[src/design/dsms_pkg.sv]
// ----------------------------------------------------------------------------
// dsms_pkg
// Types and constants for the dynamic sequence max-subarray core.
// ----------------------------------------------------------------------------
package dsms_pkg;

    localparam int POS_W     = 9;
    localparam int VAL_W     = 16;
    localparam int SUM_OUT_W = 24;

    typedef enum logic [1:0] {
        OP_INSERT  = 2'd0,
        OP_DELETE  = 2'd1,
        OP_REPLACE = 2'd2,
        OP_QUERY   = 2'd3
    } t_op;

    typedef enum logic [1:0] {
        ST_OK      = 2'd0,
        ST_BAD_POS = 2'd1,
        ST_FULL    = 2'd2
    } t_status;

    typedef enum logic [2:0] {
        S_IDLE,
        S_EXEC,
        S_RUN,
        S_PUT,
        S_RESP
    } t_state;

    typedef struct packed {
        t_op                     opcode;
        logic [POS_W-1:0]        position;
        logic [POS_W-1:0]        right_position;
        logic signed [VAL_W-1:0] value;
    } t_cmd;

    typedef struct packed {
        logic signed [SUM_OUT_W-1:0] max_sum;
        t_status                     status;
    } t_rsp;

    typedef struct packed {
        logic init;
        logic step;
    } t_kctl;

endpackage

[src/design/dsms_ram.sv]
// ----------------------------------------------------------------------------
// dsms_ram
// Generic single-write, single-read RAM with registered read data.
// ----------------------------------------------------------------------------
module dsms_ram #(
    parameter int WIDTH = 16,
    parameter int DEPTH = 256,
    localparam int AW   = $clog2(DEPTH)
) (
    input  logic             i_clk,
    input  logic             i_wr_en,
    input  logic [AW-1:0]    i_wr_addr,
    input  logic [WIDTH-1:0] i_wr_data,
    input  logic [AW-1:0]    i_rd_addr,
    output logic [WIDTH-1:0] o_rd_data
);

    logic [WIDTH-1:0] r_mem [DEPTH];
    logic [WIDTH-1:0] r_rd_data;

    always_ff @(posedge i_clk) begin
        if (i_wr_en) begin
            r_mem[i_wr_addr] <= i_wr_data;
        end
        r_rd_data <= r_mem[i_rd_addr];
    end

    assign o_rd_data = r_rd_data;

endmodule

[src/design/dsms_kadane.sv]
// ----------------------------------------------------------------------------
// dsms_kadane
// Running-sum unit: one add and one compare per element scanned.
// ----------------------------------------------------------------------------
module dsms_kadane import dsms_pkg::*; #(
    parameter int VALUE_BITS = 16,
    parameter int SUM_W      = 25
) (
    input  logic                         i_clk,
    input  t_kctl                        i_ctl,
    input  logic signed [VALUE_BITS-1:0] i_x,
    output logic signed [SUM_W-1:0]      o_best
);

    logic signed [SUM_W-1:0] r_cur;
    logic signed [SUM_W-1:0] r_best;
    logic signed [SUM_W-1:0] n_cur;
    logic signed [SUM_W-1:0] n_best;
    logic signed [SUM_W-1:0] x_ext;
    logic                    cur_pos;

    assign x_ext   = SUM_W'(i_x);
    assign cur_pos = !r_cur[SUM_W-1] && (r_cur != '0);

    always_comb begin
        n_cur  = r_cur;
        n_best = r_best;
        if (i_ctl.init) begin
            n_cur  = x_ext;
            n_best = x_ext;
        end else if (i_ctl.step) begin
            n_cur  = cur_pos ? r_cur + x_ext : x_ext;
            n_best = (n_cur > r_best) ? n_cur : r_best;
        end
    end

    always_ff @(posedge i_clk) begin
        r_cur  <= n_cur;
        r_best <= n_best;
    end

    assign o_best = r_best;

endmodule

[src/design/dsms_ctrl.sv]
// ----------------------------------------------------------------------------
// dsms_ctrl
// Sequencer: checks each transaction, walks the store one entry per cycle to
// shift or scan it, and issues the result strobe.
// ----------------------------------------------------------------------------
module dsms_ctrl import dsms_pkg::*; #(
    parameter int CAPACITY   = 256,
    parameter int VALUE_BITS = 16,
    localparam int AW        = $clog2(CAPACITY)
) (
    input  logic                  i_clk,
    input  logic                  i_rst_n,
    input  logic                  i_start,
    input  t_cmd                  i_cmd,
    output logic                  o_busy,
    output logic                  o_done,
    output t_status               o_status,
    output logic                  o_sum_sel,
    output logic                  o_wr_en,
    output logic [AW-1:0]         o_wr_addr,
    output logic [VALUE_BITS-1:0] o_wr_data,
    output logic [AW-1:0]         o_rd_addr,
    input  logic [VALUE_BITS-1:0] i_rd_data,
    output t_kctl                 o_kctl
);

    localparam int CW    = $clog2(CAPACITY + 1);
    localparam int PW    = ((CW > POS_W) ? CW : POS_W) + 1;
    localparam int RAW_W = (VALUE_BITS > VAL_W) ? VALUE_BITS : VAL_W;

    t_state          r_state,     n_state;
    t_cmd            r_cmd,       n_cmd;
    logic [CW-1:0]   r_count,     n_count;
    logic [AW-1:0]   r_rd_addr,   n_rd_addr;
    logic [AW-1:0]   r_last,      n_last;
    logic            r_dir_dn,    n_dir_dn;
    logic            r_rd_done,   n_rd_done;
    logic            r_pend,      n_pend;
    logic [AW-1:0]   r_pend_addr, n_pend_addr;
    logic            r_first,     n_first;
    t_status         r_status,    n_status;
    logic            r_sum_sel,   n_sum_sel;
    logic            r_done,      n_done;

    logic [PW-1:0]         pos_x;
    logic [PW-1:0]         rpos_x;
    logic [PW-1:0]         cnt_x;
    logic [AW-1:0]         at;
    logic [RAW_W-1:0]      raw;
    logic [VALUE_BITS-1:0] elem;
    logic                  full;
    logic                  pos_zero;

    assign pos_x    = PW'(r_cmd.position);
    assign rpos_x   = PW'(r_cmd.right_position);
    assign cnt_x    = PW'(r_count);
    assign at       = AW'(pos_x - PW'(1));
    assign raw      = RAW_W'($unsigned(r_cmd.value));
    assign elem     = raw[VALUE_BITS-1:0];
    assign full     = (cnt_x >= PW'(CAPACITY));
    assign pos_zero = (pos_x == '0);

    always_comb begin
        n_state     = r_state;
        n_cmd       = r_cmd;
        n_count     = r_count;
        n_rd_addr   = r_rd_addr;
        n_last      = r_last;
        n_dir_dn    = r_dir_dn;
        n_rd_done   = r_rd_done;
        n_pend      = r_pend;
        n_pend_addr = r_pend_addr;
        n_first     = r_first;
        n_status    = r_status;
        n_sum_sel   = r_sum_sel;
        n_done      = 1'b0;
        o_wr_en     = 1'b0;
        o_wr_addr   = r_pend_addr;
        o_wr_data   = i_rd_data;
        o_rd_addr   = r_rd_addr;
        o_kctl      = '0;

        case (r_state)
            S_IDLE: begin
                if (i_start) begin
                    n_cmd   = i_cmd;
                    n_state = S_EXEC;
                end
            end
            S_EXEC: begin
                n_status  = ST_OK;
                n_sum_sel = 1'b0;
                n_rd_done = 1'b0;
                n_pend    = 1'b0;
                n_first   = 1'b1;
                n_state   = S_RESP;
                case (r_cmd.opcode)
                    OP_INSERT: begin
                        if (full) begin
                            n_status = ST_FULL;
                        end else if (pos_zero || pos_x > cnt_x + PW'(1)) begin
                            n_status = ST_BAD_POS;
                        end else begin
                            n_count = r_count + CW'(1);
                            if (pos_x == cnt_x + PW'(1)) begin
                                n_state = S_PUT;
                            end else begin
                                n_rd_addr = AW'(cnt_x - PW'(1));
                                n_last    = at;
                                n_dir_dn  = 1'b1;
                                n_state   = S_RUN;
                            end
                        end
                    end
                    OP_DELETE: begin
                        if (pos_zero || pos_x > cnt_x) begin
                            n_status = ST_BAD_POS;
                        end else begin
                            n_count = r_count - CW'(1);
                            if (pos_x != cnt_x) begin
                                n_rd_addr = at + AW'(1);
                                n_last    = AW'(cnt_x - PW'(1));
                                n_dir_dn  = 1'b0;
                                n_state   = S_RUN;
                            end
                        end
                    end
                    OP_REPLACE: begin
                        if (pos_zero || pos_x > cnt_x) begin
                            n_status = ST_BAD_POS;
                        end else begin
                            o_wr_en   = 1'b1;
                            o_wr_addr = at;
                            o_wr_data = elem;
                        end
                    end
                    OP_QUERY: begin
                        if (pos_zero || pos_x > rpos_x || rpos_x > cnt_x) begin
                            n_status = ST_BAD_POS;
                        end else begin
                            n_rd_addr = at;
                            n_last    = AW'(rpos_x - PW'(1));
                            n_dir_dn  = 1'b0;
                            n_sum_sel = 1'b1;
                            n_state   = S_RUN;
                        end
                    end
                    default: begin
                        n_status = ST_BAD_POS;
                    end
                endcase
            end
            S_RUN: begin
                if (!r_rd_done) begin
                    n_pend      = 1'b1;
                    n_pend_addr = r_dir_dn ? r_rd_addr + AW'(1) : r_rd_addr - AW'(1);
                    if (r_rd_addr == r_last) begin
                        n_rd_done = 1'b1;
                    end else begin
                        n_rd_addr = r_dir_dn ? r_rd_addr - AW'(1) : r_rd_addr + AW'(1);
                    end
                end else begin
                    n_pend = 1'b0;
                end
                if (r_pend) begin
                    if (r_cmd.opcode == OP_QUERY) begin
                        o_kctl.init = r_first;
                        o_kctl.step = !r_first;
                        n_first     = 1'b0;
                    end else begin
                        o_wr_en = 1'b1;
                    end
                end
                if (r_rd_done && !r_pend) begin
                    n_state = (r_cmd.opcode == OP_INSERT) ? S_PUT : S_RESP;
                end
            end
            S_PUT: begin
                o_wr_en   = 1'b1;
                o_wr_addr = at;
                o_wr_data = elem;
                n_state   = S_RESP;
            end
            S_RESP: begin
                n_done  = 1'b1;
                n_state = S_IDLE;
            end
            default: begin
                n_state = S_IDLE;
            end
        endcase
    end

    always_ff @(posedge i_clk) begin
        if (!i_rst_n) begin
            r_state   <= S_IDLE;
            r_count   <= '0;
            r_rd_done <= 1'b0;
            r_pend    <= 1'b0;
            r_done    <= 1'b0;
        end else begin
            r_state   <= n_state;
            r_count   <= n_count;
            r_rd_done <= n_rd_done;
            r_pend    <= n_pend;
            r_done    <= n_done;
        end
    end

    always_ff @(posedge i_clk) begin
        r_cmd       <= n_cmd;
        r_rd_addr   <= n_rd_addr;
        r_last      <= n_last;
        r_dir_dn    <= n_dir_dn;
        r_pend_addr <= n_pend_addr;
        r_first     <= n_first;
        r_status    <= n_status;
        r_sum_sel   <= n_sum_sel;
    end

    assign o_busy    = (r_state != S_IDLE);
    assign o_done    = r_done;
    assign o_status  = r_status;
    assign o_sum_sel = r_sum_sel;

endmodule

[src/design/dynamic_sequence_max_subarray_core.sv]
// ----------------------------------------------------------------------------
// dynamic_sequence_max_subarray_core
// Ordered store of signed values with insert, delete, replace and
// range max-subarray query.
// ----------------------------------------------------------------------------
// A transaction is checked in the execute state, where a replace also writes
// its value; shifts and scans walk the store in the run state, an insert
// writes its value in the put state, and the result strobe follows the
// response state. One transaction is in flight at a time. The RAM, with one
// read and one write port, moves or scans one entry per cycle; busy stays high
// until the strobe, and a new transaction is taken in the strobe cycle.
// Synchronous active-low reset empties the store and drops any work.
// ----------------------------------------------------------------------------
module dynamic_sequence_max_subarray_core import dsms_pkg::*; #(
    parameter int CAPACITY   = 256,
    parameter int VALUE_BITS = 16
) (
    input  logic i_clk,
    input  logic i_rst_n,
    input  logic start,
    output logic busy,
    input  t_cmd i_cmd,
    output logic o_valid,
    output t_rsp o_rsp
);

    localparam int AW    = $clog2(CAPACITY);
    localparam int SUM_W = VALUE_BITS + $clog2(CAPACITY) + 1;

    logic                    wr_en;
    logic [AW-1:0]           wr_addr;
    logic [VALUE_BITS-1:0]   wr_data;
    logic [AW-1:0]           rd_addr;
    logic [VALUE_BITS-1:0]   rd_data;
    t_kctl                   kctl;
    logic signed [SUM_W-1:0] best;
    t_status                 status;
    logic                    sum_sel;

    dsms_ram #(
        .WIDTH (VALUE_BITS),
        .DEPTH (CAPACITY)
    ) u_ram (
        .i_clk     (i_clk),
        .i_wr_en   (wr_en),
        .i_wr_addr (wr_addr),
        .i_wr_data (wr_data),
        .i_rd_addr (rd_addr),
        .o_rd_data (rd_data)
    );

    dsms_ctrl #(
        .CAPACITY   (CAPACITY),
        .VALUE_BITS (VALUE_BITS)
    ) u_ctrl (
        .i_clk     (i_clk),
        .i_rst_n   (i_rst_n),
        .i_start   (start),
        .i_cmd     (i_cmd),
        .o_busy    (busy),
        .o_done    (o_valid),
        .o_status  (status),
        .o_sum_sel (sum_sel),
        .o_wr_en   (wr_en),
        .o_wr_addr (wr_addr),
        .o_wr_data (wr_data),
        .o_rd_addr (rd_addr),
        .i_rd_data (rd_data),
        .o_kctl    (kctl)
    );

    dsms_kadane #(
        .VALUE_BITS (VALUE_BITS),
        .SUM_W      (SUM_W)
    ) u_kadane (
        .i_clk  (i_clk),
        .i_ctl  (kctl),
        .i_x    ($signed(rd_data)),
        .o_best (best)
    );

    assign o_rsp.status  = status;
    assign o_rsp.max_sum = (sum_sel && status == ST_OK) ? SUM_OUT_W'(best) : '0;

endmodule

[config.mk]
export PLATFORM = sky130hd
export DESIGN_NAME = dynamic_sequence_max_subarray_core
export DESIGN_NICKNAME = d
export VERILOG_FILES = /design/src/design/dsms_pkg.sv /design/src/design/dsms_ram.sv /design/src/design/dsms_kadane.sv /design/src/design/dsms_ctrl.sv /design/src/design/dynamic_sequence_max_subarray_core.sv
export SDC_FILE = /design/constraint.sdc
export NUM_CORES = 2
export LEC_CHECK = 0
export BUFFER_PORTS_ARGS = -buffer_cell sky130_fd_sc_hd__buf_2
export CAP_MARGIN = 30
export CORE_ASPECT_RATIO = 0.8
export CORE_UTILIZATION = 35
export CTS_CLUSTER_DIAMETER = 150
export DETAILED_ROUTE_END_ITERATION = 10
export PLACE_DENSITY_LB_ADDON = 0.15
export RECOVER_POWER = 25
export SLEW_MARGIN = 20
export SYNTH_ARGS = -nofsm -noshare
export SYNTH_HDL_FRONTEND = slang
export SYNTH_SLANG_ARGS = --single-unit
[constraint.sdc]
create_clock -name i_clk -period 13.55 [get_ports i_clk]
set_clock_uncertainty 0.05 [all_clocks]
set_input_delay 2.0325 -clock i_clk [delete_from_list [all_inputs] [get_ports i_clk]]
set_output_delay 2.0325 -clock i_clk [all_outputs]
set_load 0.05 [all_outputs]
== Word-level counts from Yosys, hierarchy flattened ==
Memories as Yosys holds them, arrays and structs flattened. A register that Yosys moved wholly into a read port is not among the register bits.
Index checks and enable logic that the tools add are counted.
Storage, ports and cells
  input port bits: 39
  output and inout port bits: 28
  memory bits (writable): 4096
  memories kept: 1
  logic and storage cells: 174
  register bits: 130
Cells by class
  add/subtract/negate cells: 10
  bitwise logic cells: 1
  mux-type cells: 79
  reduce and logical (&&, ||, !) cells: 30
  order comparisons: 6
  eq/ne operators: 29
Memory list
  u_ram.r_mem: depth 256, width 16, rd ports 1, clocked after Yosys merged registers in 1, wr ports 1, RTL line dsms_ram.sv:18  | logic [WIDTH-1:0] r_mem [DEPTH];
Operators by type and width (number)
  25-bit two-way mux: 6
  8-bit two-way mux: 18
  8-bit one-hot mux with 3 select lines: 2
  16-bit two-way mux: 2
  16-bit one-hot mux with 2 select lines: 1
  8-bit one-hot mux with 2 select lines: 2
  8-bit by 1-bit subtractor with 8-bit output, second input constant: 4
  9-bit > comparator: 3
  9-bit two-way mux: 3
  25-bit by 16-bit adder with 25-bit output: 1
  25-bit > comparator: 1
  25-bit nonzero test: 1
  24-bit two-way mux: 1
  3-bit two-way mux: 8
  1-bit two-way mux: 23
  9-bit one-hot mux with 2 select lines: 1
  8-bit by 1-bit adder with 8-bit output, second input constant: 2
  2-bit inequality test, second input constant: 8
  3-bit inequality test, second input constant: 5
  3-bit one-hot mux with 4 select lines: 1
  9-bit by 1-bit adder with 10-bit output, second input constant: 1
  9-bit by 10-bit equality test with 1-bit output: 1
  9-bit by 10-bit > comparator with 1-bit output: 1
  10-bit zero test: 1
  32 further kinds: 58

== Logic depth before layout (Yosys ltp) ==
  depth in word-level cells: 7
  gate-level depth with buffers: 17

== Modules after synthesis ==
Synthesis repeated with hierarchy kept, for this count alone.
Second synthesis, totals
  cell total of the unflattened synthesis: 8404
  area, all modules: 168840.7 um2
By module, submodules not included
  dsms_ram: times used 1, cells each 7360, sequential area each 123318.3 um2, area each 158714.7 um2
  dsms_ctrl: times used 1, cells each 560, sequential area each 2252.2 um2, area each 5736.8 um2
  dsms_kadane: times used 1, cells each 454, sequential area each 1501.4 um2, area each 4096.4 um2
  dynamic_sequence_max_subarray_core: times used 1, cells each 30, sequential area each 0.0 um2, area each 292.8 um2

== Least setup slack after synthesis ==
No wires, ideal clock.
  path kind: register to register
  start point: register u_ctrl.r_cmd (netlist bit u_ctrl.pos_x[3])
  end point: memory u_ram.r_mem[0][1] (data pin)
  path slack: -0.940 ns
  buffers on the path: 3
  arrival time: 12.253 ns
  setup time: 2.187 ns
  stages on the path, launching flop included: 9
  cells stage by stage: edfxtp_1 or4_4 o41ai_4 o32a_1 a31oi_1 buf_6 buf_6 buf_2 o21ai_0
Between the ends
  cells in the longest elaborated chain, start to end: 5
  elaborated cells on any way between the ends: 6
  those cells by class: order compare (1); mux (3); reduce/logical (2)
RTL lines
  start: declaration: RTL line dsms_ctrl.sv:32  | t_cmd r_cmd, n_cmd;
  start signal: assignment: RTL line dsms_ctrl.sv:211  | r_cmd <= n_cmd;
  9-bit > comparator / 10-bit zero test (equally long branches): RTL line dsms_ctrl.sv:129, dsms_ctrl.sv:61
  1-bit logical OR (*): RTL line dsms_ctrl.sv:129  | if (pos_zero || pos_x > cnt_x) begin
  16-bit two-way mux (*): RTL line dsms_ctrl.sv:129
  16-bit two-way mux (*): RTL line dsms_ctrl.sv:97  | case (r_cmd.opcode)
  16-bit one-hot mux with 2 select lines (*): RTL line dsms_ctrl.sv:83  | case (r_state)
  named net u_ctrl.o_wr_data[1]: RTL line dsms_ctrl.sv:21  | output logic [VALUE_BITS-1:0] o_wr_data,
  end: declaration: RTL line dsms_ram.sv:18
The timed path passes the listed nets; every way through them passes the cells marked *.

== Worst setup path in the final report ==
  start point: register u_ctrl.r_cmd (netlist bit u_ctrl.pos_x[0])
  end point: memory u_ram.r_mem[223][11] (enable)
Between the ends
  cells in the longest elaborated chain, start to end: 7
  elaborated cells on any way between the ends: 12
  those cells by class: add/sub (1); order compare (1); mux (8); reduce/logical (2)
RTL lines
  9-bit > comparator / 10-bit zero test (equally long branches): RTL line dsms_ctrl.sv:129, dsms_ctrl.sv:61
  1-bit logical OR: RTL line dsms_ctrl.sv:129
  1-bit two-way mux: RTL line dsms_ctrl.sv:129
  1-bit two-way mux: RTL line dsms_ctrl.sv:97
  1-bit one-hot mux with 3 select lines: RTL line dsms_ctrl.sv:83
  1-bit two-way mux: RTL line dsms_ram.sv:22  | if (i_wr_en) begin
  1-bit two-way mux (implied by the code): RTL line dsms_ram.sv:23  | r_mem[i_wr_addr] <= i_wr_data;
Parallel ways exist; a longest one is shown, timed or not.

==> impl_results.md <==
* Outcome: finished, violations left
* Failing checks: capacitance limit, slew limit
* CTS root buf: clkbuf_16
* Hold Buf Count CTS at 0
* Die X at 771 µm
* Lkg Pwr at 59.2 nW
* Final number of setup-violating endpoints at 0
* Comb pwr share at 0.104
* Buf+Inv Stages, Crit Path at 4
* Peak VDD IR at 0.136 mV
* Global-route usage over all layers at 0.202
* Post-place setup slack at 6.62 ns
* Slew margin rel. at -2.11
* Power Density at 161 mW/mm²
* Clk pwr share at 0.393
* Share of cells above drive strength 1 at 0.254
* Ys flop type: edfxtp_1
* Yosys reg bits at 4242
* NetSw at 7.55 mW
* Initial DRC Count at 10.3k
* Fin util at 0.405
* Post-synth EDFFs at 4211
* Routed WL per cell at 32.9 µm
* Worst path required time at 14.24 ns
* Setup crit start kind: register
* Most frequent cells in the layout: edfxtp_1, mux4_2, clkbuf_16, buf_4, nor2_1
* GP Congestion at 0.866
* Antenna-violating nets left at 0
* Vias in the first global route at 83.8k
* Syn Nets at 7947
* Min Hold Slack at 0.524 ns
* Die Area at 0.476 mm²
* R2R Setup Slk at 3.77 ns
* Initial antenna violation count at 48
* Synth Warn # at 0
* Avg Vias per Cell at 5.65
* Residual DRC at 0
* Via Count at 84.5k
* Syn avg cell area at 21.2 µm²
* Ports at 67
* Worst hold path type: reg2reg
* Slowest stage delay, CP at 2.47 ns
* Final Slew Violations at 1505
* Final Instance Area at 0.191 mm²
* Cell Rows at 225
* Worst skew pair latency at 1.02 ns
* Post-CTS setup buffers at 0
* Fin. Hold Viols at 0
* Die H at 617 µm
* Port-buffer cells at 66
* Setup Crit Path Kind: reg2reg
* H-tree levels at 5
* # clock sinks at 4242
* Post-Layout Cell Count at 15.0k
* Final Routed Wirelength at 492000 µm
* Internal power at 23.1 mW
* Crit path arrival time at 10.47 ns
* CP most frequent cell: clkbuf_1
* Critical-path maximum fanout at 74
* Achievable Freq at 102 MHz
* Worst-Margin Slew at 4.67 ns
* Final Power at 30.6 mW
* Min Tclk post-route at 9.78 ns
* Worst-case clock buffer depth at 4
* Worst-path cell chain: inv_1 > ha_1 > nand2b_1 > o41ai_1 > a2111o_1 > a31oi_4 > clkbuf_1 > nor3_1 > o21ai_4 > clkbuf_1 > nor2_1 > buf_4
* Register area share after synthesis at 0.767
* Initial Utilization at 0.352
* Layout Nets at 8453
* Mapped Area at 0.166 mm²
* Synth cell types at 79
* 1st-pass router iterations at 8
* TritonCTS Buffers at 439
* Post-Syn Instances at 7802
* Global-route wire length before repair at 683000 µm
* Switching Fraction at 0.247
* Final setup margin at 3.77 ns
* Total gr overflow at 0
* Commonest non-fill, non-tap cell in the layout: edfxtp_1
* CTS tree: yes
* Largest net degree at the start of global routing at 217
* Slowest cell on the critical path: clkbuf_1
* Critical path's top delay family: buffers and inverters
* Async set-reset flop share out of synthesis at 0
* CTS resizes at 0
* Final TNS setup at 0 ns
* Flop pwr share at 0.503
* Worst setup EP type: register
* Placed cells at 14.1k
* Area after DPL at 0.177 mm²
* Clock-pin slew on the worst setup and hold paths at 0.06 ns
* RSZ-0062 raised after global routing: false
* Max-Cap Viols at 49
* Fin crit share at 0.721
* Placeable Area at 0.470 mm²
* DP HPWL at 289000 µm
* Synthesis-to-finish area growth at 15.0%
==> synth_stat cells, types with 71 or more instances <==
library cell / n / area share
nor3_1: 71 / 0.0021
clkbuf_1: 257 / 0.0058
nand2_1: 141 / 0.0032
mux4_2: 1024 / 0.14
ha_1: 104 / 0.0079
nor2_1: 353 / 0.0080
buf_1: 138 / 0.0031
a22o_1: 130 / 0.0069
a22oi_1: 282 / 0.013
a221oi_1: 130 / 0.0069
a21oi_1: 190 / 0.0057
edfxtp_1: 4211 / 0.76
==> path summary, 6_finish.rpt <==
kind | end | start | cells after the start
worst max-delay path | u_ram.r_mem[223][11]$_DFFE_PP_ | u_ctrl.pos_x[0]$_DFFE_PP_ | 12
worst min-delay path | u_ctrl.r_pend$_SDFFE_PN0P_ | u_ctrl.r_pend$_SDFFE_PN0P_ | 2
worst min register to register | u_ctrl.r_pend$_SDFFE_PN0P_ | u_ctrl.r_pend$_SDFFE_PN0P_ | 2
worst max register to register | u_ram.r_mem[223][11]$_DFFE_PP_ | u_ctrl.pos_x[0]$_DFFE_PP_ | 12
==> kinds of logic (layout without fill, tap and decap cells) <==
kind of cell,after synthesis,in the layout,share of synthesized area
AOI/OAI and AO/OA,1044,1044,0.0470
DFF,4242,4242,0.767
other,0,26,0
adders and majority gates,106,106,0.00809
buffers and inverters,532,1412,0.0128
and+or+nand+nor,760,760,0.0208
xor gates and xnor gates,76,76,0.00402
muxes,1042,1042,0.140
==> layer usage <==
layer | global-route usage | vias up | part of all wire
li1 | - | 34280 | -
met1 | 0.313 | 46310 | 0.46
met5 | 0 | - | 0.00017
met3 | 0.0383 | 597 | 0.078
met4 | 0.0456 | 14 | 0.022
met2 | 0.296 | 3263 | 0.44
==> registers in the layout (all words and copies together), names as in the netlist <==
name                flops
u_ctrl.r_rd_done        1
u_ram.r_mem          4096
u_ctrl.o_rd_addr        8
u_ctrl.elem            16
u_ram.o_rd_data        16
u_ctrl.r_last           8
u_kadane.o_best        25
u_ctrl.r_pend_addr      8
u_ctrl.r_state          3
u_ctrl.o_done           1
u_kadane.r_cur         25
u_ctrl.r_first          1
u_ctrl.r_dir_dn         1
u_ctrl.r_pend           1
u_ctrl.r_cmd           11
u_ctrl.pos_x            9
u_ctrl.o_sum_sel        1
u_ctrl.r_count          9
u_ctrl.o_status         2
==> power by group through the flow <==
| stage | Combinational [mW] | Sequential [mW] | Clock [mW] |
|---|---|---|---|
| 2_1_floorplan | 1.63 | 15.9 | 0 |
| 3_3_place_gp | 3.07 | 15.7 | 0 |
| 3_5_place_dp | 3.18 | 15.7 | 0 |
| 4_1_cts | 3.18 | 15.4 | 12.3 |
| 5_1_grt | 3.38 | 15.4 | 12.7 |
| 6_report | 3.18 | 15.4 | 12.0 |
==> cell type report <==
cell class / count / area [µm²]
fill: 41354 / 280000
sequential: 4242 / 127000
multi-input combinational: 3028 / 37000
clock buffer: 544 / 11600
tap: 6242 / 7810
timing repair buffer: 527 / 4180
clock inverter: 271 / 2640
inverter: 70 / 263
antenna: 26 / 65.1
==> worst reg2reg max path: cells and delay by family (launching register included) <==
kind | cells | cell delay [ns]
buffers and inverters | 4 | 5.62
and+or+nand+nor | 3 | 1.75
AOI/OAI and AO/OA | 4 | 1.20
DFF | 1 | 0.58
adders and majority gates | 1 | 0.32
Power figures use the tool's default switching activity.
